==> src/design/tc2t_pkg.sv <==
// Package for the thermocouple code to temperature converter.
// Holds fixed field widths, fixed-point constants, the inverse polynomial
// coefficient tables and the accumulator payload type. No dependencies.
package tc2t_pkg;

    // Port field widths
    localparam int ADC_W  = 10;
    localparam int NV_W   = 18;
    localparam int TEMP_W = 12;

    // Code times factor, below 2^28
    localparam int PROD_W = ADC_W + NV_W;

    // Constant divider by 15625 (the 1e6 scaling with the 2^6 factored out)
    localparam int DIV_N_W  = 32;
    localparam int RECIP_W  = 19;
    localparam int QUO_W    = 19;
    localparam int REM_W    = 14;
    localparam int DIFF_W   = 15;
    localparam int SIDE_W   = 15;
    localparam int QLO_W    = 18;
    localparam logic [REM_W-1:0]   DIVISOR   = 14'd15625;
    localparam logic [RECIP_W-1:0] RECIP     = 19'd274877;  // floor(2^32 / 15625)
    localparam logic [QLO_W-1:0]   ROUND_OFS = 18'd7812;    // half LSB of V, prescaled

    // Thermocouple voltage in Q.24 millivolts
    localparam int V_W = SIDE_W + QLO_W;
    localparam logic [V_W-1:0] RANGE_SPLIT_Q24 = 33'd346348848;

    // Accumulator, sign and magnitude, magnitude limited to 2^62
    localparam int MAG_W = 63;
    localparam int ACC_W = MAG_W + 2;
    localparam logic [MAG_W-1:0] ACC_LIMIT  = 63'h4000_0000_0000_0000;
    localparam logic [23:0]      ROUND_Q24  = 24'h80_0000;
    localparam logic signed [ACC_W-1:0] ROUND_HALF = 65'sh80_0000_0000;

    // Coefficients, signed Q.40
    localparam int COEF_W = 49;
    localparam int COEF_N = 10;
    localparam logic signed [COEF_W-1:0] LOW_COEF [COEF_N] = '{
        49'sd0,
        49'sd27579654890901,
        49'sd86422779426,
        -49'sd275222164035,
        49'sd91427360531,
        -49'sd13502376623,
        49'sd1077965158,
        -49'sd48521778,
        49'sd1162991,
        -49'sd11575
    };
    localparam logic signed [COEF_W-1:0] HIGH_COEF [COEF_N] = '{
        -49'sd144922009708318,
        49'sd53108852537394,
        -49'sd1809830224180,
        49'sd60085352772,
        -49'sd1061107336,
        49'sd9678114,
        -49'sd34204,
        49'sd0,
        49'sd0,
        49'sd0
    };

    // Output range
    localparam int TEMP_MAX = 2047;
    localparam int TEMP_MIN = -256;
    localparam logic [NV_W-1:0] NV_RESET = 18'd48519;

    // Accumulator payload travelling down the Horner chain
    typedef struct packed {
        logic [V_W-1:0]   v;
        logic             rng;
        logic             neg;
        logic [MAG_W-1:0] mag;
    } t_acc;

    function automatic logic signed [COEF_W-1:0] f_coef(input logic rng,
                                                        input logic [3:0] idx);
        logic signed [COEF_W-1:0] c;
        c = rng ? HIGH_COEF[idx] : LOW_COEF[idx];
        return c;
    endfunction

endpackage

==> src/design/tc2t_div.sv <==
// Three-stage divider of a 32-bit value by the constant 15625.
// Reciprocal multiply, multiply back, one correction step.
// Depends on tc2t_pkg.
module tc2t_div (
    input  logic                        i_clk,
    input  logic                        i_rst_n,
    input  logic                        i_valid,
    output logic                        o_stall,
    input  logic [tc2t_pkg::DIV_N_W-1:0] i_num,
    input  logic [tc2t_pkg::SIDE_W-1:0]  i_side,
    output logic                        o_valid,
    input  logic                        i_stall,
    output logic [tc2t_pkg::QUO_W-1:0]   o_quo,
    output logic [tc2t_pkg::REM_W-1:0]   o_rem,
    output logic [tc2t_pkg::SIDE_W-1:0]  o_side
);
    import tc2t_pkg::*;

    localparam int RP_W = DIV_N_W + RECIP_W;
    localparam int BK_W = QUO_W + REM_W + 1;

    logic                r1_vld, r2_vld, r3_vld;
    logic [DIV_N_W-1:0]  r1_num;
    logic [QUO_W-1:0]    r1_qe, r2_qe, r3_quo;
    logic [SIDE_W-1:0]   r1_side, r2_side, r3_side;
    logic [DIFF_W-1:0]   r2_diff;
    logic [REM_W-1:0]    r3_rem;

    logic                en1, en2, en3;
    logic [RP_W-1:0]     w_rp;
    logic [BK_W-1:0]     w_back;
    logic [DIV_N_W-1:0]  w_diff;
    logic [QUO_W-1:0]    n1_qe, n3_quo;
    logic [DIFF_W-1:0]   n2_diff;
    logic [REM_W-1:0]    n3_rem;

    assign en3     = !r3_vld || !i_stall;
    assign en2     = !r2_vld || en3;
    assign en1     = !r1_vld || en2;
    assign o_stall = !en1;

    always_comb begin
        // Estimate is low by at most one
        w_rp   = RP_W'(i_num) * RP_W'(RECIP);
        n1_qe  = w_rp[RP_W-1:DIV_N_W];
        w_back = BK_W'(r1_qe) * BK_W'(DIVISOR);
        w_diff = r1_num - w_back[DIV_N_W-1:0];
        n2_diff = w_diff[DIFF_W-1:0];
        if (r2_diff >= DIFF_W'(DIVISOR)) begin
            n3_quo = r2_qe + QUO_W'(1);
            n3_rem = REM_W'(r2_diff - DIFF_W'(DIVISOR));
        end else begin
            n3_quo = r2_qe;
            n3_rem = r2_diff[REM_W-1:0];
        end
    end

    always_ff @(posedge i_clk) begin
        if (!i_rst_n) begin
            r1_vld <= 1'b0;
            r2_vld <= 1'b0;
            r3_vld <= 1'b0;
        end else begin
            if (en1) r1_vld <= i_valid;
            if (en2) r2_vld <= r1_vld;
            if (en3) r3_vld <= r2_vld;
        end
    end

    always_ff @(posedge i_clk) begin
        if (en1) begin
            r1_num  <= i_num;
            r1_qe   <= n1_qe;
            r1_side <= i_side;
        end
        if (en2) begin
            r2_qe   <= r1_qe;
            r2_diff <= n2_diff;
            r2_side <= r1_side;
        end
        if (en3) begin
            r3_quo  <= n3_quo;
            r3_rem  <= n3_rem;
            r3_side <= r2_side;
        end
    end

    assign o_valid = r3_vld;
    assign o_quo   = r3_quo;
    assign o_rem   = r3_rem;
    assign o_side  = r3_side;

`ifndef SYNTH
    a_rem_below_divisor: assert property (@(posedge i_clk) disable iff (!i_rst_n)
        r3_vld |-> (r3_rem < DIVISOR))
        else $error("divider remainder not reduced");
    a_diff_one_step: assert property (@(posedge i_clk) disable iff (!i_rst_n)
        r2_vld |-> (r2_diff < (DIFF_W'(DIVISOR) << 1)))
        else $error("reciprocal estimate off by more than one");
    a_empty_never_stalls: assert property (@(posedge i_clk) disable iff (!i_rst_n)
        (!r1_vld && !r2_vld && !r3_vld) |-> !o_stall)
        else $error("empty divider stalls upstream");
`endif

endmodule

==> config.mk <==
export PLATFORM = sky130hd
export DESIGN_NAME = tc2t_div
export DESIGN_NICKNAME = d
export VERILOG_FILES = /design/src/design/tc2t_pkg.sv /design/src/design/tc2t_div.sv
export SDC_FILE = /design/constraint.sdc
export NUM_CORES = 1
export LEC_CHECK = 0
export BUFFER_PORTS_ARGS = -buffer_cell sky130_fd_sc_hd__clkbuf_2
export CAP_MARGIN = 20
export CORE_AREA = 4 4 162 164
export CTS_BUF_LIST = sky130_fd_sc_hd__clkbuf_16
export CTS_CLUSTER_DIAMETER = 50
export DETAILED_ROUTE_END_ITERATION = 7
export DIE_AREA = 0 0 166 168
export PLACE_DENSITY = 0.93
export RECOVER_POWER = 25
export SETUP_SLACK_MARGIN = 0.5
export SLEW_MARGIN = 20
export SYNTH_ARGS = -nofsm -noshare
export SYNTH_HDL_FRONTEND = slang
export SYNTH_SLANG_ARGS = --single-unit
==> constraint.sdc <==
create_clock -name i_clk -period 9.6 [get_ports i_clk]
set_input_delay 1.44 -clock i_clk [delete_from_list [all_inputs] [get_ports i_clk]]
set_output_delay 1.44 -clock i_clk [all_outputs]
set_load 0.02 [all_outputs]
==> Yosys cells after proc, flatten, opt, wreduce, memory -nomap -nowiden <==
Cells that the tools add are included.
{ "classes": {"reduce_logical": 8, "shift": 0, "n_mul": 2, "add_sub_neg": 3, "div_mod_pow": 0, "bitwise_logic": 0, "n_lt_le_gt_ge": 1, "eq_ne": 0, "muxes": 2} }
{ "ops": {"columns": ["operator", "count"], "rows": [
  ["$mul 32x19->51 const B", 1],
  ["$add 19x1->19 const B", 1],
  ["$mul 19x14->15 const B", 1],
  ["$mux 19", 1],
  ["$ge 15x14->1 const B", 1],
  ["$sub 15x15->15", 1],
  ["$mux 14", 1],
  ["$sub 14x14->14 const B", 1],
  ["$logic_not 1->1", 5],
  ["$logic_or 1x1->1", 3]
]} }
{ "totals": {"romBits": 0, "latch_bits": 0, "memories": 0, "regBits": 149, "ramBits": 0, "out_inout_bits": 50} }

==> Logic depth before layout (Yosys ltp) <==
Gate-level depths: netlist of run 1.
{ "logic_depth": {"ltp_word": 5, "ltp_mapped": 22, "ltp_nobuf": 21} }

==> Worst setup path before layout of run 1 <==
No wires, ideal clock.
{ "synth_timing": {"kind": "in2reg", "startpoint": "in i_num[16] (netlist bit)", "endpoint": "reg r1_qe[15], data pin", "t_required_ns": 9.465, "setup_slack_ns": 3.088, "t_arrival_ns": 6.377, "stages": 19, "path_cell_list": "ha_1 -> fa_1 -> inv_1 -> fa_1 -> inv_1 -> fa_1 -> fa_1 -> inv_1 -> fa_1 -> inv_1 -> ha_1 -> nand3_1 -> or2_1 -> a31oi_1 -> or4_4 -> o21ai_2 -> a21oi_2 -> or4_1 -> nand3_1"} }
{ "synth_via": {"elab_chain_cells": 1} }
{ "synth_lines": {"columns": ["item", "line_no", "text"], "rows": [
  ["start, declared", "tc2t_div.sv:9", "input logic [tc2t_pkg::DIV_N_W-1:0] i_num,"],
  ["$mul 32x19->51", "tc2t_div.sv:44", "w_rp = RP_W'(i_num) * RP_W'(RECIP);"],
  ["via w_rp[47]", "tc2t_div.sv:30", "logic [RP_W-1:0] w_rp;"],
  ["end signal, assigned", "tc2t_div.sv:73", "r1_qe <= n1_qe;"],
  ["end, declared", "tc2t_div.sv:24", "logic [QUO_W-1:0] r1_qe, r2_qe, r3_quo;"]
]} }
The timed path passes the listed nets, and every way through them passes these cells.
A chain may end at the register's enable or synchronous reset.

==> Worst setup path after layout of run 1 <==
{ "layout_timing": {"startpoint": "in i_num[13] (netlist bit)", "endpoint": "reg r1_qe[15], data pin"} }
Same word-level chain as after synthesis.

==> impl_metrics.xml, run 1 <==
<?xml version="1.0" encoding="UTF-8"?>
<metrics>
  <group name="setup_path">
    <metric name="worst_path_largest_cell_delay" unit="ps">600</metric>
    <metric name="critical_path.reg2reg.startpoint" unit="">r1_qe[0]</metric>
    <metric name="critical-path-slowest-cell" unit="">or4_4</metric>
    <metric name="critical_path.endpoint_type" unit="">flop</metric>
    <metric name="startpoint_type" unit="">primary input</metric>
    <metric name="critical_path_class" unit="">in2reg</metric>
    <metric name="worstPathArrival" unit="ps">7340</metric>
    <metric name="cp_cell_sequence" unit="">clkbuf_1 -&gt; ha_1 -&gt; fa_1 -&gt; inv_1 -&gt; fa_1 -&gt; inv_1 -&gt; fa_1 -&gt; fa_1 -&gt; fa_1 -&gt; ha_1 -&gt; a21oi_1 -&gt; or2_1 -&gt; a31oi_1 -&gt; or4_4 -&gt; o21ai_2 -&gt; a21oi_2 -&gt; or4_1 -&gt; nand3_1</metric>
    <metric name="worst_path_most_repeated_cell" unit="">fa_1</metric>
    <metric name="r2r_cells" unit="">17</metric>
    <metric name="cp_data_required_time" unit="ps">9890</metric>
    <metric name="setup.reg_to_reg.worst_slack" unit="ps">4450</metric>
    <metric name="reg2reg_capture_point" unit="">r2_diff[14]</metric>
    <metric name="critical_path_peak_fanout" unit="">7</metric>
  </group>
  <group name="placement">
    <metric name="port_buffers" unit="">100</metric>
    <metric name="place_hpwl" unit="mm">29.4</metric>
    <metric name="place_ws" unit="ps">2430</metric>
    <metric name="gp_congestion" unit="">0.946</metric>
  </group>
  <group name="hold_path">
    <metric name="hold_critical_path_endpoint" unit="">r2_side[5]</metric>
    <metric name="worstHoldPathCells" unit="">0</metric>
    <metric name="min_path_type" unit="">reg2reg</metric>
    <metric name="hold_path_startpoint" unit="">r1_side[5]</metric>
  </group>
  <group name="sta">
    <metric name="final_setup_violations" unit="">0</metric>
    <metric name="finalSetupTns" unit="ps">0</metric>
    <metric name="report.final.slew_viol_count" unit="">0</metric>
    <metric name="final_critical_path_setup_slack" unit="ps">2550</metric>
    <metric name="rsz0062_at_grt" unit="">false</metric>
    <metric name="skew" unit="ps">11.4</metric>
    <metric name="max_freq" unit="GHz">0.142</metric>
    <metric name="max-slew-margin-rel" unit="">0.343</metric>
    <metric name="min_cycle_time_layout" unit="ps">7050</metric>
    <metric name="final_worst_path_period_share" unit="">0.734</metric>
    <metric name="final_hold_viol_count" unit="">0</metric>
    <metric name="worst_pin_slew" unit="ps">984</metric>
  </group>
  <group name="routing">
    <metric name="wl_met1" unit="mm">13.8</metric>
    <metric name="detailedRoute.firstIterationViolations" unit="">679</metric>
    <metric name="via_per_inst" unit="">5.55</metric>
    <metric name="drc_errors" unit="">0</metric>
    <metric name="drt-total-wl" unit="mm">35.1</metric>
    <metric name="detailroute.via_count" unit="">10600</metric>
    <metric name="wl_met2" unit="mm">17.7</metric>
    <metric name="highest-signal-layer" unit="">met4</metric>
    <metric name="wl_per_cell" unit="microns">18.3</metric>
    <metric name="detailedRoute.firstPassIterationCount" unit="">5</metric>
    <metric name="wl_met3" unit="mm">2.30</metric>
    <metric name="route.antenna.remaining_nets" unit="">0</metric>
  </group>
  <group name="logic_synthesis">
    <metric name="yosys.cell_count.top_type" unit="">inv_1</metric>
    <metric name="yosysTopAreaCellShare" unit="">0.281</metric>
    <metric name="synth_top_cells_by_area" unit="">fa_1 28%, edfxtp_1 26%, ha_1 21%, inv_1 9.6%, xnor2_1 3.6%</metric>
    <metric name="syn_area_per_cell" unit="sq um">11.4</metric>
    <metric name="count_of_flip_flops_with_a_built_in_enable_after_synthesis" unit="">146</metric>
    <metric name="netlist_instances" unit="">1456</metric>
    <metric name="synthDistinctLibCells" unit="">51</metric>
    <metric name="postSynthRegisterBits" unit="">149</metric>
    <metric name="ys.warnings.count" unit="">0</metric>
    <metric name="ys.flop_type" unit="">edfxtp_1</metric>
    <metric name="synthesized_netlist_net_count" unit="">2022</metric>
    <metric name="post_synth_most_frequent_cells" unit="">425 x inv_1, 281 x ha_1, 234 x fa_1</metric>
    <metric name="ys_seq_area_frac" unit="">0.267</metric>
    <metric name="synth_top_area_cell" unit="">fa_1</metric>
    <metric name="mappedNetlistArea" unit="sq um">16600</metric>
    <metric name="postSynth.asyncResetShare" unit="">0</metric>
  </group>
  <group name="global_routing">
    <metric name="first_global_vias" unit="">11900</metric>
    <metric name="grt_util_all_layers" unit="">0.262</metric>
    <metric name="largest_net_degree_at_the_start_of_global_routing" unit="">50</metric>
    <metric name="first_pass_grt_wire_length" unit="mm">58.3</metric>
    <metric name="number_of_antenna_violations_at_the_first_check_in_global_routing" unit="">0</metric>
    <metric name="remaining_global_route_overflow" unit="">0</metric>
  </group>
  <group name="die">
    <metric name="design.core.area" unit="sq um">24900</metric>
    <metric name="floorplan.die_area" unit="sq um">27900</metric>
    <metric name="die_y" unit="microns">168</metric>
    <metric name="start_util" unit="">0.669</metric>
    <metric name="std_cell_rows" unit="">58</metric>
    <metric name="die_x" unit="microns">166</metric>
    <metric name="design.portCount" unit="">101</metric>
  </group>
  <group name="finish">
    <metric name="final_net_count" unit="">2140</metric>
    <metric name="area_delta_synth_final" unit="%">8.98</metric>
    <metric name="share_of_layout_cells_above_drive_strength_1" unit="">0.0762</metric>
    <metric name="antenna-diode-count" unit="">0</metric>
  </group>
  <group name="clock_tree">
    <metric name="cts.sink_count" unit="">149</metric>
    <metric name="clock_tree.root_cell" unit="">clkbuf_16</metric>
    <metric name="cts_resized" unit="">0</metric>
    <metric name="tritoncts" unit="">done</metric>
    <metric name="clk_path_buf_depth" unit="">2</metric>
    <metric name="cts_hold_repair.buffers" unit="">0</metric>
    <metric name="clock_insertion_delay_worst_skew" unit="ps">430</metric>
    <metric name="clk_pin_slew_worst_paths" unit="ps">60</metric>
    <metric name="post-cts-setup-buffers" unit="">0</metric>
    <metric name="ctsHtreeMaxLevel" unit="">4</metric>
    <metric name="numCtsBuffers" unit="">17</metric>
  </group>
  <group name="status">
    <metric name="run_status" unit="">finished clean</metric>
  </group>
  <group name="flow_run">
    <metric name="max_cap_violations" unit="">0</metric>
  </group>
</metrics>
==> state kept, by name, summed over array words and instances, names as in the netlist <==
| signal | flops |
|---|---|
| r2_qe | 19 |
| r2_side | 15 |
| o_quo | 19 |
| o_valid | 1 |
| o_rem | 14 |
| r2_diff | 15 |
| r1_side | 15 |
| r2_vld | 1 |
| r1_vld | 1 |
| o_side | 15 |
| r1_qe | 19 |
| r1_num | 15 |
==> cell type report <==
type,instances,area [sq um]
Fill cell,1548,6750
Multi-Input combinational cell,878,10600
Tap cell,330,413
Clock buffer,17,425
Sequential cell,149,4440
Clock inverter,15,164
Inverter,425,1600
Timing Repair Buffer,103,508
==> cell usage in the layout (no fill, tap or decap), types with 4 or more instances in the layout <==
| cell type | count |
|---|---|
| nand2b_1 | 7 |
| xnor2_1 | 69 |
| nor3_1 | 8 |
| nand2_1 | 40 |
| clkbuf_16 | 17 |
| a31oi_1 | 4 |
| nor2_1 | 23 |
| o21ai_0 | 19 |
| xor2_1 | 25 |
| nor2b_1 | 7 |
| nand3_1 | 19 |
| edfxtp_1 | 146 |
| a211oi_1 | 8 |
| o31ai_1 | 5 |
| ha_1 | 281 |
| o21a_1 | 6 |
| and3_1 | 10 |
| o21bai_1 | 5 |
| inv_1 | 424 |
| inv_6 | 7 |
| nand4_1 | 12 |
| fa_1 | 234 |
| a21oi_1 | 33 |
| clkbuf_2 | 78 |
| a21o_1 | 22 |
| clkbuf_1 | 22 |
==> metal layers <==
| layer | GRT usage | up-vias |
|---|---|---|
| met5 | 0 | - |
| met1 | 0.324 | 5199 |
| li1 | - | 4882 |
| met3 | 0.0524 | 117 |
| met2 | 0.462 | 432 |
| met4 | 0.0965 | 0 |
==> how the worst max path moves through the flow <==
| stage | from | endpoint | cells after the start |
|---|---|---|---|
| 2_1_floorplan | i_num[16] | r1_qe[15] | 19 |
| 3_3_place_gp | i_num[13] | r1_qe[15] | 18 |
| 3_5_place_dp | i_num[13] | r1_qe[15] | 18 |
| 4_1_cts | i_num[13] | r1_qe[15] | 18 |
| 5_1_grt | i_num[13] | r1_qe[16] | 18 |
| 6_report | i_num[13] | r1_qe[15] | 18 |
==> worst max-delay path, delay by kind of cell <==
family / cells / cell delay (ps)
buffers and inverters: 3 / 580
AO/OA/AOI/OAI: 4 / 660
AND/OR/NAND/NOR: 4 / 1300
adder cells (fa/ha/maj): 7 / 3350
==> per-stage QoR <==
stage / hold WS (ps) / area, sq um / utilization / cells
after floorplan: 400 / 16600 / - / 1456
after global placement: 401 / 17600 / 0.706 / 1884
after detailed placement: 405 / 17600 / 0.706 / 1884
after CTS: 417 / 18200 / 0.729 / 1916
after global routing: 421 / 18100 / 0.729 / 1917
final: 417 / 18100 / 0.729 / 1917
==> cells by family (layout without fill, tap and decap cells) <==
| family | count (synthesis) | after routing | share of synthesized area |
|---|---|---|---|
| flops | 149 | 149 | 0.267 |
| compound gates | 126 | 126 | 0.0505 |
| simple gates | 143 | 143 | 0.0438 |
| xor+xnor | 94 | 94 | 0.0495 |
| buf+inv | 429 | 560 | 0.0967 |
| fa+ha+maj | 515 | 515 | 0.493 |
Power of run 1 is left out: the tool's default activity adds up to more than one toggle a clock period on the data nets, which glitch-free logic cannot reach.
==> run 2, diff against run 1 <==
--- a/config.mk
+++ b/config.mk
@@ -7,12 +7,12 @@
 export LEC_CHECK = 0
 export BUFFER_PORTS_ARGS = -buffer_cell sky130_fd_sc_hd__clkbuf_2
 export CAP_MARGIN = 20
-export CORE_AREA = 4 4 162 164
+export CORE_AREA = 4 4 176 178
 export CTS_BUF_LIST = sky130_fd_sc_hd__clkbuf_16
 export CTS_CLUSTER_DIAMETER = 50
 export DETAILED_ROUTE_END_ITERATION = 7
-export DIE_AREA = 0 0 166 168
-export PLACE_DENSITY = 0.93
+export DIE_AREA = 0 0 180 182
+export PLACE_DENSITY = 0.84
 export RECOVER_POWER = 25
 export SETUP_SLACK_MARGIN = 0.5
 export SLEW_MARGIN = 20
==> constraint.sdc (replaced) <==
create_clock -name i_clk -period 6 [get_ports i_clk]
set_input_delay 0.9 -clock i_clk [delete_from_list [all_inputs] [get_ports i_clk]]
set_output_delay 0.9 -clock i_clk [all_outputs]
set_load 0.02 [all_outputs]
==> impl_metrics.xml, run 2 (synthesis results as in run 1) <==
<?xml version="1.0" encoding="UTF-8"?>
<metrics>
  <group name="status">
    <metric name="run_status" unit="">finished, violations left</metric>
    <metric name="violations" unit="">max-capacitance violations, max-slew violations</metric>
  </group>
  <group name="global_routing">
    <metric name="number_of_antenna_violations_at_the_first_check_in_global_routing" unit="">0</metric>
    <metric name="largest_net_degree_at_the_start_of_global_routing" unit="">50</metric>
    <metric name="remaining_global_route_overflow" unit="">0</metric>
    <metric name="grt_util_all_layers" unit="">0.223</metric>
    <metric name="first_pass_grt_wire_length" unit="mm">59.1</metric>
    <metric name="first_global_vias" unit="">12100</metric>
  </group>
  <group name="die">
    <metric name="die_y" unit="microns">182</metric>
    <metric name="design.portCount" unit="">101</metric>
    <metric name="design.core.area" unit="sq um">29400</metric>
    <metric name="std_cell_rows" unit="">63</metric>
    <metric name="start_util" unit="">0.566</metric>
    <metric name="die_x" unit="microns">180</metric>
    <metric name="floorplan.die_area" unit="sq um">32800</metric>
  </group>
  <group name="setup_path">
    <metric name="cp_data_required_time" unit="ps">6170</metric>
    <metric name="critical_path_peak_fanout" unit="">5</metric>
    <metric name="critical_path_class" unit="">in2reg</metric>
    <metric name="worstPathArrival" unit="ps">6000</metric>
    <metric name="critical_path.endpoint_type" unit="">flop</metric>
    <metric name="startpoint_type" unit="">primary input</metric>
  </group>
  <group name="sta">
    <metric name="skew" unit="ps">9.55</metric>
    <metric name="final_critical_path_setup_slack" unit="ps">165</metric>
    <metric name="rsz0062_at_grt" unit="">true</metric>
    <metric name="min_cycle_time_layout" unit="ps">5840</metric>
    <metric name="max_freq" unit="GHz">0.171</metric>
    <metric name="final_hold_viol_count" unit="">0</metric>
    <metric name="final_worst_path_period_share" unit="">0.973</metric>
    <metric name="max-slew-margin-rel" unit="">-0.251</metric>
    <metric name="report.final.slew_viol_count" unit="">49</metric>
    <metric name="final_setup_violations" unit="">0</metric>
    <metric name="worst_pin_slew" unit="ps">1870</metric>
  </group>
  <group name="placement">
    <metric name="place_hpwl" unit="mm">30.2</metric>
    <metric name="place_ws" unit="ps">-189</metric>
    <metric name="gp_congestion" unit="">0.925</metric>
    <metric name="port_buffers" unit="">100</metric>
  </group>
  <group name="clock_tree">
    <metric name="ctsHtreeMaxLevel" unit="">4</metric>
    <metric name="cts_hold_repair.buffers" unit="">0</metric>
    <metric name="tritoncts" unit="">done</metric>
    <metric name="clock_insertion_delay_worst_skew" unit="ps">420</metric>
    <metric name="clk_path_buf_depth" unit="">2</metric>
    <metric name="cts.sink_count" unit="">149</metric>
    <metric name="numCtsBuffers" unit="">17</metric>
    <metric name="clk_pin_slew_worst_paths" unit="ps">70</metric>
    <metric name="clock_tree.root_cell" unit="">clkbuf_16</metric>
  </group>
  <group name="finish">
    <metric name="final_cell_mix" unit="">417 x inv_1, 251 x ha_1, 233 x fa_1, 146 x edfxtp_1, 97 x buf_4</metric>
    <metric name="area_delta_synth_final" unit="%">18.1</metric>
    <metric name="antenna-diode-count" unit="">0</metric>
    <metric name="fillCellCount" unit="">2081</metric>
    <metric name="commonest_non_fill_non_tap_cell_in_the_layout" unit="">inv_1</metric>
    <metric name="final_net_count" unit="">2243</metric>
    <metric name="share_of_layout_cells_above_drive_strength_1" unit="">0.175</metric>
  </group>
  <group name="routing">
    <metric name="detailedRoute.firstIterationViolations" unit="">552</metric>
    <metric name="drt-total-wl" unit="mm">35.7</metric>
    <metric name="via_per_inst" unit="">5.17</metric>
    <metric name="detailroute.via_count" unit="">10800</metric>
    <metric name="drc_errors" unit="">0</metric>
    <metric name="route.antenna.remaining_nets" unit="">0</metric>
    <metric name="detailedRoute.firstPassIterationCount" unit="">5</metric>
    <metric name="wl_per_cell" unit="microns">17.1</metric>
  </group>
  <group name="flow_run">
    <metric name="max_cap_violations" unit="">1</metric>
  </group>
  <group name="hold_path">
    <metric name="min_path_type" unit="">reg2reg</metric>
  </group>
</metrics>
-- run 2: cell types whose count changed in the layout (fill, tap and decap cells not counted), moves of 4 or more --
cell,previous run,this run
a21oi_1,33,26
a21oi_2,1,5
buf_4,2,97
buf_6,0,4
clkbuf_2,78,70
clkbuf_8,0,4
ha_1,281,251
ha_2,0,4
ha_4,0,26
inv_1,424,417
inv_2,1,8
nand2_1,40,35
nand2_2,0,5
o21ai_0,19,14
-- run 2: through the flow --
stage / hold slack (ps) / util / instances / cell area [sq um] / setup TNS [ps]
5_1_grt: 425 / 0.669 / 2080 / 19700 / 0
6_report: 419 / 0.669 / 2080 / 19700 / 0
4_1_cts: 420 / 0.662 / 2072 / 19500 / 0
3_3_place_gp: 401 / 0.631 / 2037 / 18600 / -668
3_5_place_dp: 405 / 0.631 / 2037 / 18600 / -1890
2_1_floorplan: 400 / - / 1456 / 16900 / 0
-- run 2: layout make-up --
type	count	area, sq um	area share
tap	390	488	0.0248
clock buffer	17	425	0.0216
inverter	425	1600	0.0811
timing repair buffer	206	1390	0.0704
sequential	149	4440	0.226
multi-input combinational	878	11200	0.567
clock inverter	15	179	0.00910
-- run 2: critical path: stages --
cell and delay [ps]:
clkbuf_1 310, ha_1 350, xor2_1 180, ha_1 180, a21o_1 150, ha_1 280, inv_1 50, fa_1 500
inv_1 60, fa_1 550, fa_1 450, ha_4 240, a21oi_2 130, or2_4 130, a31oi_4 90, or4_4 590
o21ai_4 250, buf_4 150, nand2_2 70, a31oi_1 240, xnor2_1 110
-- run 2: worst paths after layout --
check / from / cells past startpoint / slack (ps) / to
setup / recovery: i_num[7] / 21 / 160 / r1_qe[11]
hold / removal: r1_side[5] / 0 / 420 / r2_side[5]
setup reg to reg: r1_qe[0] / 17 / 870 / r2_diff[14]
hold reg to reg: r1_side[5] / 0 / 420 / r2_side[5]
-- run 2: what timing repair did --
action                     CTS  global route
pin swaps                   41            37
buffers inserted             3             8
gates resized for setup     47            49
setup endpoints to repair   19            20
-- run 2: metal layers --
metal,vias up,routed length [microns],GRT usage
li1,5092,-,-
met1,5350,14800,0.281
met2,255,18500,0.397
met3,65,1460,0.0357
met4,0,848,0.0716
met5,-,0,0
Power of run 2 is left out for the same reason.
==> run 3, diff against run 2 <==
--- a/config.mk
+++ b/config.mk
@@ -13,7 +13,7 @@
 export DETAILED_ROUTE_END_ITERATION = 7
 export DIE_AREA = 0 0 180 182
 export PLACE_DENSITY = 0.84
-export RECOVER_POWER = 25
+export RECOVER_POWER = 50
 export SETUP_SLACK_MARGIN = 0.5
 export SLEW_MARGIN = 20
 export SYNTH_ARGS = -nofsm -noshare
==> impl_metrics.xml, run 3 (synthesis results as in run 1) <==
<?xml version="1.0" encoding="UTF-8"?>
<metrics>
  <group name="sta">
    <metric name="report.final.slew_viol_count" unit="">99</metric>
    <metric name="final_worst_path_period_share" unit="">0.972</metric>
    <metric name="max-slew-margin-rel" unit="">-0.697</metric>
    <metric name="final_setup_violations" unit="">0</metric>
    <metric name="skew" unit="ps">10.1</metric>
    <metric name="max_freq" unit="GHz">0.172</metric>
    <metric name="rsz0062_at_grt" unit="">true</metric>
    <metric name="final_hold_viol_count" unit="">0</metric>
    <metric name="min_cycle_time_layout" unit="ps">5830</metric>
    <metric name="final_critical_path_setup_slack" unit="ps">170</metric>
    <metric name="worst_pin_slew" unit="ps">2550</metric>
  </group>
  <group name="die">
    <metric name="design.core.area" unit="sq um">29400</metric>
    <metric name="std_cell_rows" unit="">63</metric>
    <metric name="design.portCount" unit="">101</metric>
    <metric name="die_x" unit="microns">180</metric>
    <metric name="start_util" unit="">0.566</metric>
    <metric name="die_y" unit="microns">182</metric>
    <metric name="floorplan.die_area" unit="sq um">32800</metric>
  </group>
  <group name="routing">
    <metric name="detailroute.via_count" unit="">10800</metric>
    <metric name="drt-total-wl" unit="mm">35.7</metric>
    <metric name="wl_per_cell" unit="microns">17.2</metric>
    <metric name="via_per_inst" unit="">5.18</metric>
    <metric name="drc_errors" unit="">0</metric>
    <metric name="detailedRoute.firstPassIterationCount" unit="">5</metric>
    <metric name="route.antenna.remaining_nets" unit="">0</metric>
    <metric name="detailedRoute.firstIterationViolations" unit="">560</metric>
  </group>
  <group name="finish">
    <metric name="final_cell_mix" unit="">417 x inv_1, 251 x ha_1, 233 x fa_1, 146 x edfxtp_1, 96 x buf_4</metric>
    <metric name="fillCellCount" unit="">2083</metric>
    <metric name="commonest_non_fill_non_tap_cell_in_the_layout" unit="">inv_1</metric>
    <metric name="share_of_layout_cells_above_drive_strength_1" unit="">0.175</metric>
    <metric name="final_net_count" unit="">2243</metric>
    <metric name="area_delta_synth_final" unit="%">18.1</metric>
    <metric name="fin_area" unit="sq um">19700</metric>
    <metric name="antenna-diode-count" unit="">0</metric>
  </group>
  <group name="setup_path">
    <metric name="worst_path_largest_cell_delay" unit="ps">590</metric>
    <metric name="startpoint_type" unit="">primary input</metric>
    <metric name="critical_path.endpoint_type" unit="">flop</metric>
    <metric name="critical-path-slowest-cell" unit="">or4_4</metric>
    <metric name="cp_data_required_time" unit="ps">6170</metric>
    <metric name="worstPathArrival" unit="ps">6000</metric>
    <metric name="cp_cell_sequence" unit="">clkbuf_1 -&gt; ha_1 -&gt; xor2_1 -&gt; ha_1 -&gt; a21o_1 -&gt; ha_1 -&gt; inv_1 -&gt; fa_1 -&gt; inv_1 -&gt; fa_1 -&gt; fa_1 -&gt; ha_4 -&gt; a21oi_2 -&gt; or2_4 -&gt; a31oi_4 -&gt; or4_4 -&gt; o21ai_4 -&gt; buf_4 -&gt; nand2_2 -&gt; a31oi_1 -&gt; xnor2_1</metric>
    <metric name="critical_path_class" unit="">in2reg</metric>
    <metric name="critical_path_peak_fanout" unit="">5</metric>
  </group>
  <group name="placement">
    <metric name="port_buffers" unit="">100</metric>
    <metric name="place_ws" unit="ps">-189</metric>
    <metric name="dpl-instance-area" unit="sq um">18600</metric>
    <metric name="place_hpwl" unit="mm">30.2</metric>
    <metric name="gp_congestion" unit="">0.925</metric>
  </group>
  <group name="status">
    <metric name="run_status" unit="">finished, violations left</metric>
    <metric name="violations" unit="">max-capacitance violations, max-slew violations</metric>
  </group>
  <group name="global_routing">
    <metric name="largest_net_degree_at_the_start_of_global_routing" unit="">50</metric>
    <metric name="grt_util_all_layers" unit="">0.223</metric>
    <metric name="first_pass_grt_wire_length" unit="mm">59.1</metric>
    <metric name="first_global_vias" unit="">12100</metric>
    <metric name="remaining_global_route_overflow" unit="">0</metric>
    <metric name="number_of_antenna_violations_at_the_first_check_in_global_routing" unit="">0</metric>
  </group>
  <group name="hold_path">
    <metric name="min_path_type" unit="">reg2reg</metric>
  </group>
  <group name="clock_tree">
    <metric name="ctsHtreeMaxLevel" unit="">4</metric>
    <metric name="numCtsBuffers" unit="">17</metric>
    <metric name="tritoncts" unit="">done</metric>
    <metric name="cts.sink_count" unit="">149</metric>
    <metric name="clk_pin_slew_worst_paths" unit="ps">70</metric>
    <metric name="cts_hold_repair.buffers" unit="">0</metric>
    <metric name="clk_path_buf_depth" unit="">2</metric>
    <metric name="clock_tree.root_cell" unit="">clkbuf_16</metric>
    <metric name="clock_insertion_delay_worst_skew" unit="ps">420</metric>
  </group>
  <group name="flow_run">
    <metric name="max_cap_violations" unit="">2</metric>
  </group>
</metrics>
-- run 3: through the flow --
step	hold WS, ps	setup TNS, ps	instances	utilization
6_report	418	0	2080	0.669
5_1_grt	425	0	2080	0.669
4_1_cts	420	0	2072	0.662
2_1_floorplan	400	0	1456	-
3_3_place_gp	401	-668	2037	0.631
3_5_place_dp	405	-1890	2037	0.631
-- run 3: worst paths after layout --
path | from | to | slack [ps] | depth (start not counted)
worst max-delay path | i_num[7] | r1_qe[11] | 170 | 21
worst min-delay path | r1_side[5] | r2_side[5] | 420 | 0
worst max register to register | r1_qe[0] | r2_diff[14] | 870 | 17
worst min register to register | r1_side[5] | r2_side[5] | 420 | 0
-- run 3: final cells by class --
class	count	area, sq um	area share
clock buffer	17	425	0.0216
clock inverter	15	179	0.00910
inverter	425	1600	0.0811
multi-input combinational	878	11200	0.567
sequential	149	4440	0.226
tap	390	488	0.0248
timing repair buffer	206	1380	0.0702
-- run 3: timing repair --
action	CTS	global route
cloned	0	0
buffers inserted	3	8
endpoints found under the setup margin	19	20
pin swaps	41	37
endpoints found under the hold margin	0	0
gates resized for setup	47	49
-- run 3: critical path: cells and delay by family --
kind,cells,cell delay [ps]
adder cells (fa/ha/maj),7,2550
AO/OA/AOI/OAI,5,870
AND/OR/NAND/NOR,3,790
buffers and inverters,4,570
XOR/XNOR,2,280
-- run 3: routing by layer --
layer	routed length, microns	track usage	vias to the layer above
li1	-	-	5090
met2	18500	0.397	264
met1	14900	0.281	5358
met4	878	0.0716	0
met3	1420	0.0357	70
met5	0	0	-
Power of run 3 is left out for the same reason.
